--- src/design/wsip_pkg.sv ---
// Shared types, constants and the control program of the wheel speed PI block.
// No dependencies; used by the sequencer, the datapath and the top level.
package wsip_pkg;

  // field widths
  localparam int CountW  = 16;
  localparam int TargetW = 24;
  localparam int GainW   = 16;
  localparam int DscW    = 24;
  localparam int SpeedW  = 32;
  localparam int ErrW    = 33;
  localparam int DeltaW  = 34;
  localparam int ProdW   = 52;
  localparam int IncW    = 51;
  localparam int RndW    = 43;
  localparam int DriveW  = 24;
  localparam int DutyW   = 23;
  localparam int DistW   = 48;
  localparam int OutDataW = 128;
  localparam int PcW     = 4;
  localparam int CfgIdxW = 3;
  localparam int CfgDataW = 24;

  // drive saturation, 99 percent in Q.16
  localparam logic signed [DriveW-1:0] DRIVE_LIMIT = 24'sd6488064;

  // configuration register indexes
  localparam logic [CfgIdxW-1:0] REG_TARGET    = 3'd0;
  localparam logic [CfgIdxW-1:0] REG_PROP_GAIN = 3'd1;
  localparam logic [CfgIdxW-1:0] REG_INT_GAIN  = 3'd2;
  localparam logic [CfgIdxW-1:0] REG_SPEED_SC  = 3'd3;
  localparam logic [CfgIdxW-1:0] REG_DIST_SC   = 3'd4;

  // multiplier operand selects
  localparam logic [1:0] A_COUNT = 2'd0;
  localparam logic [1:0] A_INT   = 2'd1;
  localparam logic [1:0] A_PROP  = 2'd2;
  localparam logic [1:0] B_SPEEDSC = 2'd0;
  localparam logic [1:0] B_DISTSC  = 2'd1;
  localparam logic [1:0] B_ERR     = 2'd2;
  localparam logic [1:0] B_DELTA   = 2'd3;

  // datapath operations
  localparam logic [3:0] OP_NOP      = 4'd0;
  localparam logic [3:0] OP_LD_SPEED = 4'd1;
  localparam logic [3:0] OP_DIST_ERR = 4'd2;
  localparam logic [3:0] OP_DELTA    = 4'd3;
  localparam logic [3:0] OP_INC_LD   = 4'd4;
  localparam logic [3:0] OP_INC_ADD  = 4'd5;
  localparam logic [3:0] OP_ROUND    = 4'd6;
  localparam logic [3:0] OP_DRIVE    = 4'd7;
  localparam logic [3:0] OP_EMIT     = 4'd8;

  // sequencing
  localparam logic [1:0] SQ_NEXT     = 2'd0;
  localparam logic [1:0] SQ_WAIT_IN  = 2'd1;
  localparam logic [1:0] SQ_WAIT_OUT = 2'd2;

  typedef struct packed {
    logic [1:0] a_sel;
    logic [1:0] b_sel;
    logic       mul_en;
    logic [3:0] op;
    logic [1:0] seq;
  } ctl_t;

  typedef struct packed {
    logic [TargetW-1:0] target_speed;
    logic [GainW-1:0]   prop_gain;
    logic [GainW-1:0]   int_gain;
    logic [GainW-1:0]   speed_scale;
    logic [DscW-1:0]    distance_scale;
  } cfg_regs_t;

  function automatic ctl_t mk(input logic [1:0] a, input logic [1:0] b, input logic m,
                              input logic [3:0] op, input logic [1:0] sq);
    ctl_t w;
    w.a_sel = a;
    w.b_sel = b;
    w.mul_en = m;
    w.op = op;
    w.seq = sq;
    return w;
  endfunction

  // control program, one word per step
  function automatic ctl_t rom(input logic [PcW-1:0] pc);
    ctl_t w;
    case (pc)
      4'd0: w = mk(A_COUNT, B_SPEEDSC, 1'b0, OP_NOP,      SQ_WAIT_IN);
      4'd1: w = mk(A_COUNT, B_SPEEDSC, 1'b1, OP_NOP,      SQ_NEXT);
      4'd2: w = mk(A_COUNT, B_DISTSC,  1'b1, OP_LD_SPEED, SQ_NEXT);
      4'd3: w = mk(A_COUNT, B_SPEEDSC, 1'b0, OP_DIST_ERR, SQ_NEXT);
      4'd4: w = mk(A_INT,   B_ERR,     1'b1, OP_DELTA,    SQ_NEXT);
      4'd5: w = mk(A_PROP,  B_DELTA,   1'b1, OP_INC_LD,   SQ_NEXT);
      4'd6: w = mk(A_COUNT, B_SPEEDSC, 1'b0, OP_INC_ADD,  SQ_NEXT);
      4'd7: w = mk(A_COUNT, B_SPEEDSC, 1'b0, OP_ROUND,    SQ_NEXT);
      4'd8: w = mk(A_COUNT, B_SPEEDSC, 1'b0, OP_DRIVE,    SQ_NEXT);
      4'd9: w = mk(A_COUNT, B_SPEEDSC, 1'b0, OP_EMIT,     SQ_WAIT_OUT);
      default: w = mk(A_COUNT, B_SPEEDSC, 1'b0, OP_NOP,   SQ_WAIT_OUT);
    endcase
    return w;
  endfunction

endpackage

--- src/design/wheel_speed_incremental_pi_top.sv ---
// Top level of the incremental PI wheel speed controller.
// Depends on wsip_pkg, wsip_seq and wsip_datapath.
//
// Use: each input beat is one control tick. in_tdata carries the signed
// encoder count of the period, in_tuser the flag that clears the distance
// before this tick's increment. Each tick gives exactly one output beat with
// the forward and backward duties, the measured speed and the distance.
// The cfg_ channel writes the target speed, the two gains and the two
// scales; write them only while no tick is in flight. cfg_ready is always high.
// Sequencing: a short microprogram of ten steps runs per tick on one shared
// 17 x 35 multiplier (four products per tick), so a new tick is taken only
// after the previous tick has run through all of its steps.
// A result waits in the output register; the next tick is accepted and
// worked on meanwhile, and it is held in its last step only while the
// earlier result is still not taken.
// Reset (rst_n low, synchronous) restores the register defaults, clears the
// previous error, the drive accumulator and the distance, and empties the
// output register.
module wheel_speed_incremental_pi_top (
  input  logic                               clk,
  input  logic                               rst_n,
  // in_tdata: [15:0] encoder_count
  input  logic [wsip_pkg::CountW-1:0]        in_tdata,
  // in_tuser: [0] clear_distance
  input  logic [0:0]                         in_tuser,
  input  logic                               in_tvalid,
  output logic                               in_tready,
  // out_tdata: [22:0] forward_duty, [45:23] backward_duty,
  //            [77:46] measured_speed, [125:78] distance, [127:126] zero
  output logic [wsip_pkg::OutDataW-1:0]      out_tdata,
  output logic                               out_tvalid,
  input  logic                               out_tready,
  input  logic                               cfg_valid,
  output logic                               cfg_ready,
  input  logic [wsip_pkg::CfgIdxW-1:0]       cfg_index,
  input  logic [wsip_pkg::CfgDataW-1:0]      cfg_data
);

  wsip_pkg::ctl_t                        ctl;
  wsip_pkg::cfg_regs_t                   cfg_r;
  logic                                  idle;
  logic                                  in_fire;
  logic                                  out_free;
  logic                                  out_tvalid_r;
  logic [wsip_pkg::OutDataW-1:0]         out_tdata_r;
  logic signed [wsip_pkg::DriveW-1:0]    drive;
  logic signed [wsip_pkg::SpeedW-1:0]    speed;
  logic [wsip_pkg::DistW-1:0]            distance;
  logic [wsip_pkg::DriveW-1:0]           neg_drive;
  logic [wsip_pkg::DutyW-1:0]            fwd_duty;
  logic [wsip_pkg::DutyW-1:0]            bwd_duty;
  logic                                  emit;

  assign in_tready = idle;
  assign in_fire   = in_tvalid && idle;
  assign out_free  = !out_tvalid_r || out_tready;
  assign cfg_ready = 1'b1;

  // configuration registers
  always_ff @(posedge clk) begin
    if (!rst_n) begin
      cfg_r.target_speed   <= 24'd65536;
      cfg_r.prop_gain      <= 16'd5120;
      cfg_r.int_gain       <= 16'd2560;
      cfg_r.speed_scale    <= 16'd2189;
      cfg_r.distance_scale <= 24'd2802;
    end else if (cfg_valid) begin
      case (cfg_index)
        wsip_pkg::REG_TARGET:    cfg_r.target_speed   <= cfg_data;
        wsip_pkg::REG_PROP_GAIN: cfg_r.prop_gain      <= cfg_data[15:0];
        wsip_pkg::REG_INT_GAIN:  cfg_r.int_gain       <= cfg_data[15:0];
        wsip_pkg::REG_SPEED_SC:  cfg_r.speed_scale    <= cfg_data[15:0];
        wsip_pkg::REG_DIST_SC:   cfg_r.distance_scale <= cfg_data;
        default: ;
      endcase
    end
  end

  wsip_seq u_seq (
    .clk      (clk),
    .rst_n    (rst_n),
    .in_fire  (in_fire),
    .out_free (out_free),
    .ctl      (ctl),
    .idle     (idle)
  );

  wsip_datapath u_dp (
    .clk            (clk),
    .rst_n          (rst_n),
    .ctl            (ctl),
    .cfg            (cfg_r),
    .ld_in          (in_fire),
    .encoder_count  ($signed(in_tdata)),
    .clear_distance (in_tuser[0]),
    .drive          (drive),
    .speed          (speed),
    .distance       (distance)
  );

  // split the drive into the two duties
  assign neg_drive = -drive;
  assign fwd_duty  = drive[23] ? '0 : drive[22:0];
  assign bwd_duty  = drive[23] ? neg_drive[22:0] : '0;
  assign emit      = (ctl.op == wsip_pkg::OP_EMIT) && out_free;

  // output register
  always_ff @(posedge clk) begin
    if (!rst_n) begin
      out_tvalid_r <= 1'b0;
    end else if (emit) begin
      out_tvalid_r <= 1'b1;
    end else if (out_tready) begin
      out_tvalid_r <= 1'b0;
    end
  end

  always_ff @(posedge clk) begin
    if (emit) begin
      out_tdata_r <= {2'b00, distance, speed, bwd_duty, fwd_duty};
    end
  end

  assign out_tvalid = out_tvalid_r;
  assign out_tdata  = out_tdata_r;

  // checks
  a_one_duty: assert property (@(posedge clk) disable iff (!rst_n)
    out_tvalid |-> (out_tdata[22:0] == '0 || out_tdata[45:23] == '0))
    else $error("both duties non-zero");

  a_drive_limit: assert property (@(posedge clk) disable iff (!rst_n)
    (drive <= wsip_pkg::DRIVE_LIMIT) && (drive >= -wsip_pkg::DRIVE_LIMIT))
    else $error("drive accumulator beyond limit");

  a_one_tick: assert property (@(posedge clk) disable iff (!rst_n)
    in_fire |=> !in_tready)
    else $error("second tick accepted while busy");

endmodule

--- src/design/wsip_seq.sv ---
// Step counter and control store of the wheel speed PI block.
// Depends on wsip_pkg for the control word and the program.
module wsip_seq (
  input  logic                clk,
  input  logic                rst_n,
  input  logic                in_fire,
  input  logic                out_free,
  output wsip_pkg::ctl_t      ctl,
  output logic                idle
);

  logic [wsip_pkg::PcW-1:0] pc_r;
  logic [wsip_pkg::PcW-1:0] pc_nxt;

  assign ctl  = wsip_pkg::rom(pc_r);
  assign idle = (ctl.seq == wsip_pkg::SQ_WAIT_IN);

  // next step: advance, hold on a wait, restart after the result is handed over
  always_comb begin
    pc_nxt = pc_r;
    case (ctl.seq)
      wsip_pkg::SQ_NEXT:     pc_nxt = pc_r + 4'd1;
      wsip_pkg::SQ_WAIT_IN:  if (in_fire) pc_nxt = pc_r + 4'd1;
      wsip_pkg::SQ_WAIT_OUT: if (out_free) pc_nxt = '0;
      default:               pc_nxt = '0;
    endcase
  end

  always_ff @(posedge clk) begin
    if (!rst_n) begin
      pc_r <= '0;
    end else begin
      pc_r <= pc_nxt;
    end
  end

endmodule

--- src/design/wsip_datapath.sv ---
// Datapath of the wheel speed PI block: one shared multiplier and working registers.
// Depends on wsip_pkg; driven by the control word from wsip_seq.
module wsip_datapath (
  input  logic                                  clk,
  input  logic                                  rst_n,
  input  wsip_pkg::ctl_t                        ctl,
  input  wsip_pkg::cfg_regs_t                   cfg,
  input  logic                                  ld_in,
  input  logic signed [wsip_pkg::CountW-1:0]    encoder_count,
  input  logic                                  clear_distance,
  output logic signed [wsip_pkg::DriveW-1:0]    drive,
  output logic signed [wsip_pkg::SpeedW-1:0]    speed,
  output logic [wsip_pkg::DistW-1:0]            distance
);

  logic signed [wsip_pkg::CountW-1:0]  count_r;
  logic                                clear_r;
  logic signed [wsip_pkg::ProdW-1:0]   prod_r;
  logic signed [wsip_pkg::SpeedW-1:0]  speed_r;
  logic signed [wsip_pkg::ErrW-1:0]    err_r;
  logic signed [wsip_pkg::DeltaW-1:0]  prev_r;
  logic signed [wsip_pkg::DeltaW-1:0]  dlt_r;
  logic signed [wsip_pkg::IncW-1:0]    inc_r;
  logic signed [wsip_pkg::RndW-1:0]    rnd_r;
  logic signed [wsip_pkg::DriveW-1:0]  acc_r;
  logic [wsip_pkg::DistW-1:0]          dist_r;

  logic signed [16:0]                  a_mux;
  logic signed [34:0]                  b_mux;
  logic signed [wsip_pkg::ProdW-1:0]   prod_full;
  logic [wsip_pkg::DistW-1:0]          dist_base;
  logic signed [wsip_pkg::ErrW-1:0]    err_nxt;
  logic signed [wsip_pkg::IncW-1:0]    rnd_sum;
  logic signed [43:0]                  drv_sum;
  logic signed [43:0]                  lim_pos;
  logic signed [43:0]                  lim_neg;
  logic signed [wsip_pkg::DriveW-1:0]  acc_nxt;

  // operand selection
  always_comb begin
    case (ctl.a_sel)
      wsip_pkg::A_INT:  a_mux = $signed({1'b0, cfg.int_gain});
      wsip_pkg::A_PROP: a_mux = $signed({1'b0, cfg.prop_gain});
      default:          a_mux = $signed({count_r[15], count_r});
    endcase
    case (ctl.b_sel)
      wsip_pkg::B_DISTSC: b_mux = $signed({11'b0, cfg.distance_scale});
      wsip_pkg::B_ERR:    b_mux = $signed({{2{err_r[32]}}, err_r});
      wsip_pkg::B_DELTA:  b_mux = $signed({dlt_r[33], dlt_r});
      default:            b_mux = $signed({19'b0, cfg.speed_scale});
    endcase
  end

  assign prod_full = a_mux * b_mux;

  // error, distance base, rounding and clamped drive
  assign err_nxt   = $signed({{9{cfg.target_speed[23]}}, cfg.target_speed})
                   - $signed({speed_r[31], speed_r});
  assign dist_base = clear_r ? '0 : dist_r;
  assign rnd_sum   = inc_r + 51'sd128;
  assign drv_sum   = $signed({{20{acc_r[23]}}, acc_r}) + $signed({rnd_r[42], rnd_r});
  assign lim_pos   = $signed({{20{wsip_pkg::DRIVE_LIMIT[23]}}, wsip_pkg::DRIVE_LIMIT});
  assign lim_neg   = -lim_pos;

  always_comb begin
    if (drv_sum >= lim_pos) begin
      acc_nxt = wsip_pkg::DRIVE_LIMIT;
    end else if (drv_sum <= lim_neg) begin
      acc_nxt = -wsip_pkg::DRIVE_LIMIT;
    end else begin
      acc_nxt = drv_sum[23:0];
    end
  end

  // persistent state
  always_ff @(posedge clk) begin
    if (!rst_n) begin
      prev_r <= '0;
      acc_r  <= '0;
      dist_r <= '0;
    end else begin
      case (ctl.op)
        wsip_pkg::OP_DIST_ERR:
          dist_r <= dist_base + {{8{prod_r[39]}}, prod_r[39:0]};
        wsip_pkg::OP_DELTA:
          prev_r <= $signed({err_r[32], err_r});
        wsip_pkg::OP_DRIVE:
          acc_r <= acc_nxt;
        default: ;
      endcase
    end
  end

  // working registers
  always_ff @(posedge clk) begin
    if (ld_in) begin
      count_r <= encoder_count;
      clear_r <= clear_distance;
    end
    if (ctl.mul_en) begin
      prod_r <= prod_full;
    end
    case (ctl.op)
      wsip_pkg::OP_LD_SPEED: speed_r <= prod_r[31:0];
      wsip_pkg::OP_DIST_ERR: err_r   <= err_nxt;
      wsip_pkg::OP_DELTA:    dlt_r   <= $signed({err_r[32], err_r}) - prev_r;
      wsip_pkg::OP_INC_LD:   inc_r   <= prod_r[50:0];
      wsip_pkg::OP_INC_ADD:  inc_r   <= inc_r + prod_r[50:0];
      wsip_pkg::OP_ROUND:    rnd_r   <= rnd_sum[50:8];
      default: ;
    endcase
  end

  assign drive    = acc_r;
  assign speed    = speed_r;
  assign distance = dist_r;

endmodule
--- config.mk ---
export PLATFORM = sky130hd
export DESIGN_NAME = wheel_speed_incremental_pi_top
export DESIGN_NICKNAME = d
export VERILOG_FILES = /design/src/design/wsip_pkg.sv /design/src/design/wheel_speed_incremental_pi_top.sv /design/src/design/wsip_seq.sv /design/src/design/wsip_datapath.sv
export SDC_FILE = /design/constraint.sdc
export NUM_CORES = 2
export LEC_CHECK = 0
export BUFFER_PORTS_ARGS = -buffer_cell sky130_fd_sc_hd__buf_4
export CAP_MARGIN = 5
export CORE_ASPECT_RATIO = 0.9
export CORE_MARGIN = 8
export CORE_UTILIZATION = 65
export DETAILED_ROUTE_END_ITERATION = 12
export PLACE_DENSITY = 0.92
export SLEW_MARGIN = 20
export SYNTH_ARGS = -nofsm -noshare
export SYNTH_HDL_FRONTEND = slang
export SYNTH_SLANG_ARGS = --single-unit
--- constraint.sdc ---
create_clock -name clk -period 16.22 [get_ports clk]
set_input_delay 0.811 -clock clk [delete_from_list [all_inputs] [get_ports clk]]
set_output_delay 0.811 -clock clk [all_outputs]
set_load 0.1 [all_outputs]
# After elaboration in Yosys (flattened, before gate mapping)
# Memories as Yosys holds them, arrays and structs flattened. A register that Yosys moved wholly into a read port is not among the register bits.
# Cells that the tools add are included.
# word_totals
output_inout_bits	131
rom_bits	176
register_bits	593
input_bits	49
memories	1
# op_classes
mul	1
eq_ne	21
reduce_logical	14
n_lt_le_gt_ge	2
addsub	8
muxes	13
# mem_list
memory	depth	word_bits	read_ports	rd_clocked_by_memory_dff	wr	line	text
(no name shown)	16	11	1	1	0	wsip_pkg.sv:89	case (pc)
# op_table
operator	count
$pmux 35 s3	1
$pmux 51 s2	1
$add 51x51->51	1
$add 51x9->51 const B	1
$mul 17x35->51	1
$add 48x48->48	1
$mux 24	2
$mux 48	1
$add 24x43->44	1
$ge 44x24->1 const B	1
$le 44x24->1 const B	1
$pmux 17 s2	1
$sub 33x33->34	1
$sub 24x32->33	1
$neg 23->23	1
$eq 4x3->1 const B	4
$mux 4	4
$pmux 4 s3	1
$reduce_and 2->1	6
$eq 2x2->1 const B	4
$eq 4x2->1 const B	2
$eq 2x1->1 const B	3
$eq 3x2->1 const B	2
$add 4x1->4 const B	1
other kinds (13)	16

# Longest topological paths before layout
# depth
depth_word	6
depth_mapped	33
ltp_nobuf	30

# Hierarchy
# From an unflattened synthesis, not the netlist that was laid out.
# unflattened
hier_cells	5796
hier_area_um2	53571.4
# by_module_without_submodules
mod	n_inst	area_each_um2	cells_per_inst
wsip_datapath	1	44777.9	5049
wheel_speed_incremental_pi_top	1	8079.0	676
wsip_seq	1	714.4	71

# Least setup slack after synthesis
# OpenSTA, ideal clock, no wires.
# synth_path
path_type	register to register
start	register u_seq.ctl[7] (netlist name)
end	register u_dp.prod_r[49] in the netlist's numbering, data pin
setup_slack_ps	8167
n_path_buf	3
stages_incl_launch_ff	28
setup_ps	264
t_arrival_ps	7790
cell_sequence	dfxtp_1 clkbuf_1 clkbuf_1 buf_1 mux2_2 a22oi_1 nor2_1 fa_1 inv_1 fa_1 inv_1 fa_1 inv_1 fa_1 fa_1 fa_1 inv_1 ha_1 a21o_1 a211o_1 a221o_1 o21ai_0 a31oi_1 a211o_1 a21oi_1 o21ai_1 a221oi_1 xnor2_1
# synth_between
elab_chain_cells	3
word_cells_on_any_way	5
# synth_lines
element	line	text
$eq 2x2->1 / $eq 2x1->1 (equally long branches)	wsip_datapath.sv:46	case (ctl.b_sel)
$pmux 35 s3 *	wsip_datapath.sv:46	
$mul 17x35->51 *	wsip_datapath.sv:54	assign prod_full = a_mux * b_mux;
net u_dp.prod_full, one bit	wsip_datapath.sv:30	logic signed [wsip_pkg::ProdW-1:0] prod_full;
to (signal assigned)	wsip_datapath.sv:101	prod_r <= prod_full;
to (decl)	wsip_datapath.sv:18	logic signed [wsip_pkg::ProdW-1:0] prod_r;
# The timed path passes the listed nets; every way through them passes the cells marked *.
# A chain may end at the register's enable or synchronous reset.

# Worst setup path in the final report
# layout_path
start	register u_seq.ctl[9] (netlist name)
end	register u_dp.prod_r[50] in the netlist's numbering, data pin
# layout_between
elab_chain_cells	3
word_cells_on_any_way	4
# layout_lines
element	line	text
$eq 2x2->1 / $eq 2x1->1 (equally long branches)	wsip_datapath.sv:41	case (ctl.a_sel)
$pmux 17 s2 *	wsip_datapath.sv:41	
$mul 17x35->51 *	wsip_datapath.sv:54	
net u_dp.prod_full, one bit	wsip_datapath.sv:30	
# Marked as above.

==> results summary <==
The final critical-path required period is between 9000 and 10000 ps. Summed over all cells, the static leakage comes to around 26 nW. The synthesis-to-layout area growth came out at 8.21%. At the worst endpoint, the arrival time is between 9000 and 10000 ps.

The required time of the critical path came out at ~17000 ps. The total of max-cap violations is 0. The destination of the critical timing path is u_dp.prod_r[50]. TritonCTS built the clock tree. The detail route stage leaves a number of antenna-violating nets equal to 0.

Of the total synthesized cell area, the portion taken by full adders, half adders and majority gates is roughly 29%. The maximum vdd drop is 0.000663 V. The die outline width is 319 um. The final weighted congestion in routability-driven placement is 1.01.

In this run the number of H-tree levels came out at 2. In this design, the stage delay of the slowest critical-path cell is 950 ps. The path depth of the worst reg2reg path is 27. The accumulated negative setup slack came out at 0 ps. The die covers 92000 um2. The internal power summed over all cells is 6.35 mW.

The final standard cell utilization of the core is 70.6%. The ratio of cells with drive above 1 in the final layout is 7.20%. The final layout contains routed wiring with a total length of 154000 um. The number of antenna violations at the first check in global routing is 5. At the later pin of the worst-skew pair, clock insertion delay measures ~670 ps.

The number of distinct library cells after synthesis is 101. The count of TritonRoute iterations in the first routing pass came out at 10. The remaining global-route overflow is 0. In this run the post-CTS setup repair buffer count came out at 0. Measured against the total synthesized area, the mux share comes to 1.15%.

The compound-gate portion of the synthesized area came out at 13.3%. The fraction of synthesized cell area taken by the top area cell type is 21.7%. The pin count of the biggest net entering global routing came out at 105. The synthesized design contains 387 enable-type register cells.

The number of flip-flops and latches in the synthesized netlist came out at ~600. The final number of max-transition violations came out at 0. The combinational cell fraction of total power is 69.7%.

The relative max-transition margin came out at 17.4%. After technology mapping, the gate count stands at 5779. Summing the areas of all and, or, nand and nor instances in the mapped netlist gives 16.2% of the synthesized area.

Setup violations remaining at the end of the flow were counted as 0. The portion of total power attributed to sequential cells came out at between 10% and 20%. The cell area after placement came out at roughly 56000 um2. For this run, the total global-route usage over all layers was measured as 33.1%. The buffer depth of the longest clock path is 3.

Of the total power, the share spent switching nets is roughly half. The wire length per cell after detailed routing came out at approximately 22 um. The vertical extent of the die is 289 um. The ratio of routed vias to standard cells is 6.26.

The first global-routing pass estimated 242000 um of wire. The share of the cycle needed by the critical path after routing is 58.0%. Of the synthesized area, sequential elements account for roughly 30%.

Setup repair after global routing left no endpoint under its margin. The areal power density over the cells came out at 223 nW/um2. Static timing analysis puts the maximum clock frequency at ~110 MHz. The sink count of the clock tree came out at 604. After synthesis, the largest family of logic cells by area is adder cells. The start point of the worst min-delay path is in_tdata[1]. Buffers inserted during clock tree synthesis total 61. The hold buffer count at cts is 0. The category of the critical setup timing path is flop to flop.

The top-level I/O count came out at 180. The maximum clock skew at final layout is 78.6 ps. The worst reg2reg path endpoint is u_dp.prod_r[50]. The number of filler instances in the final layout is between 5000 and 6000. The worst register-to-register path begins at u_seq.ctl[9]. The number of gates resized after CTS is 0.

The clock-pin slew reported for the worst setup and hold paths after clock tree synthesis came out at 70 ps. The most used flip-flop cell after synthesis is sky130_fd_sc_hd__edfxtp_1. The count of yosys warnings during synthesis came out at 0. The number of cells after detailed placement came out at 6842. The commonest cells after synthesis are 860 x sky130_fd_sc_hd__nand2_1, 725 x sky130_fd_sc_hd__inv_1, 556 x sky130_fd_sc_hd__fa_1, 471 x sky130_fd_sc_hd__nor2_1, 387 x sky130_fd_sc_hd__edfxtp_1.

The worst hold path belongs to the class input port to flop. By instance count, the leading cell after synthesis is sky130_fd_sc_hd__nand2_1. The share of total power dissipated in the clock network is 11.8%. The slack of the worst reg-to-reg path came out at 6820 ps. In the post-synthesis netlist, the biggest area contributors are sky130_fd_sc_hd__edfxtp_1 22%, sky130_fd_sc_hd__fa_1 21%, sky130_fd_sc_hd__dfxtp_1 8.1%, sky130_fd_sc_hd__ha_1 7.8%, sky130_fd_sc_hd__nand2_1 6.0%. The number of vias after detailed routing is 43500. The number of failing hold endpoints at the final stage is 0. The area of the mapped netlist came out at between 50000 and 60000 um2. The starting utilization of the core area is 65.3%. The largest fanout on the critical path is 31. The total DRC errors in the routed layout came out at 0. The standard cell with the maximum stage delay on the critical path is sky130_fd_sc_hd__o21ai_4. The area inside the core boundary is 82200 um2. The critical path launch point is u_seq.ctl[9].

The per-instance average area after synthesis came out at 9.29 um2. The cell type with the largest total area after synthesis is sky130_fd_sc_hd__edfxtp_1. The flow ran to the end, and the final reports show no timing, DRC or antenna violations. The total half-perimeter wirelength after legalization and detailed placement came out at 117000 um. The reported net switching power came out at 6.58 mW. The final-stage net count is 6774. The floorplan has 100 rows. The async set or reset register ratio after synthesis came out at 0%. STA classifies the critical path startpoint as a flop. The number of global-route vias before repair came out at 43700. The post-synthesis xor/xnor area fraction came out at 4.34%.

At the pin with the least slew margin, the transition time is 1230 ps. In this design, the critical path's most frequently occurring cell is sky130_fd_sc_hd__fa_1. The antenna cell count is 0. For this block, the initial DRC count from the detailed router was 5187. In this run the clock root is driven by a sky130_fd_sc_hd__clkbuf_16. The non-filler instance count after layout is 6959.

After routing the design area is 58100 um2. During placement, the flow inserted port buffers numbering 176. The nature of the critical path endpoint is a flop.
-- routing by layer --
layer	vias to the layer above	part of all wire, %	track usage [%]	routed length [um]
li1	19300	-	-	-
met1	21000	38	42.5	57700
met2	2684	44	51.6	67300
met3	552	13	10.0	20500
met4	4	5.4	15.2	8320
met5	-	0.022	0	34
-- through the flow --
stage / hold WS (ps) / setup WS (ps) / power (mW)
final: 328 / 6820 / 12.9
after global routing: 317 / 6390 / 13.9
after CTS: 295 / 6980 / 12.6
after detailed placement: 437 / 7020 / 11.0
after global placement: 435 / 7320 / 10.7
after floorplan: 417 / 8170 / 8.29
-- cell usage in the layout, fill, tap and decap left out, types with 173 or more instances in the layout --
master                     synthesis  final
sky130_fd_sc_hd__xnor2_1         173    173
sky130_fd_sc_hd__o21ai_0         206    204
sky130_fd_sc_hd__nand2_1         860    859
sky130_fd_sc_hd__nor2_1          471    467
sky130_fd_sc_hd__fa_1            556    556
sky130_fd_sc_hd__inv_1           725    724
sky130_fd_sc_hd__edfxtp_1        387    387
sky130_fd_sc_hd__dfxtp_1         217    213
sky130_fd_sc_hd__a21oi_1         229    227
sky130_fd_sc_hd__buf_4             3    221
sky130_fd_sc_hd__ha_1            334    334
-- registers in the layout (all words and copies together) (netlist names), 32 cells and up --
register / count
out_tdata: 126
u_dp.prev_r: 33
u_dp.rnd_r: 43
cfg_r: 96
u_dp.prod_r: 51
u_dp.speed: 32
u_dp.err_r: 33
u_dp.dlt_r: 34
u_dp.distance: 48
u_dp.inc_r: 51
-- logic make-up after synthesis --
family / Yosys count
and+or+nand+nor: 1930
AOI/OAI and AO/OA: 1073
buffers and inverters: 959
adders and majority gates: 890
DFF: 604
xor gates and xnor gates: 266
muxes: 55
other: 2
-- cell type report --
type,count,area [um2],share of cell area (%)
Clock inverter,35,475,0.819
Inverter,728,2730,4.71
Timing Repair Buffer,223,1690,2.92
Tap cell,1071,1340,2.31
Sequential cell,604,16000,27.5
Multi-Input combinational cell,4217,34100,58.8
Clock buffer,81,1720,2.95
-- power groups by stage --
| stage | clock network [mW] | registers, mW | logic, mW |
|---|---|---|---|
| global placement | 0 | 2.40 | 8.28 |
| CTS | 1.54 | 2.38 | 8.66 |
| detailed placement | 0 | 2.41 | 8.61 |
| finish | 1.53 | 2.39 | 9.01 |
| floorplan | 0 | 2.31 | 5.99 |
| global route | 1.60 | 2.40 | 9.86 |
-- how the worst min path moves through the flow --
stage                       to  cells after the start  slack, ps
2_1_floorplan   out_tdata[115]                      0        420
3_3_place_gp     out_tdata[49]                      0        440
3_5_place_dp     out_tdata[92]                      0        440
4_1_cts           u_dp.clear_r                      1        290
5_1_grt           u_dp.clear_r                      1        320
6_report       u_dp.count_r[1]                      1        330
-- critical path, delay by kind of cell, from the launching register on --
family / cells / cell delay (ps)
xor+xnor: 1 / 80
compound gates: 13 / 4180
simple gates: 1 / 200
fa+ha+maj: 8 / 4040
flops: 1 / 320
buf+inv: 4 / 220
Note: power is estimated with default switching activity, not from simulation.
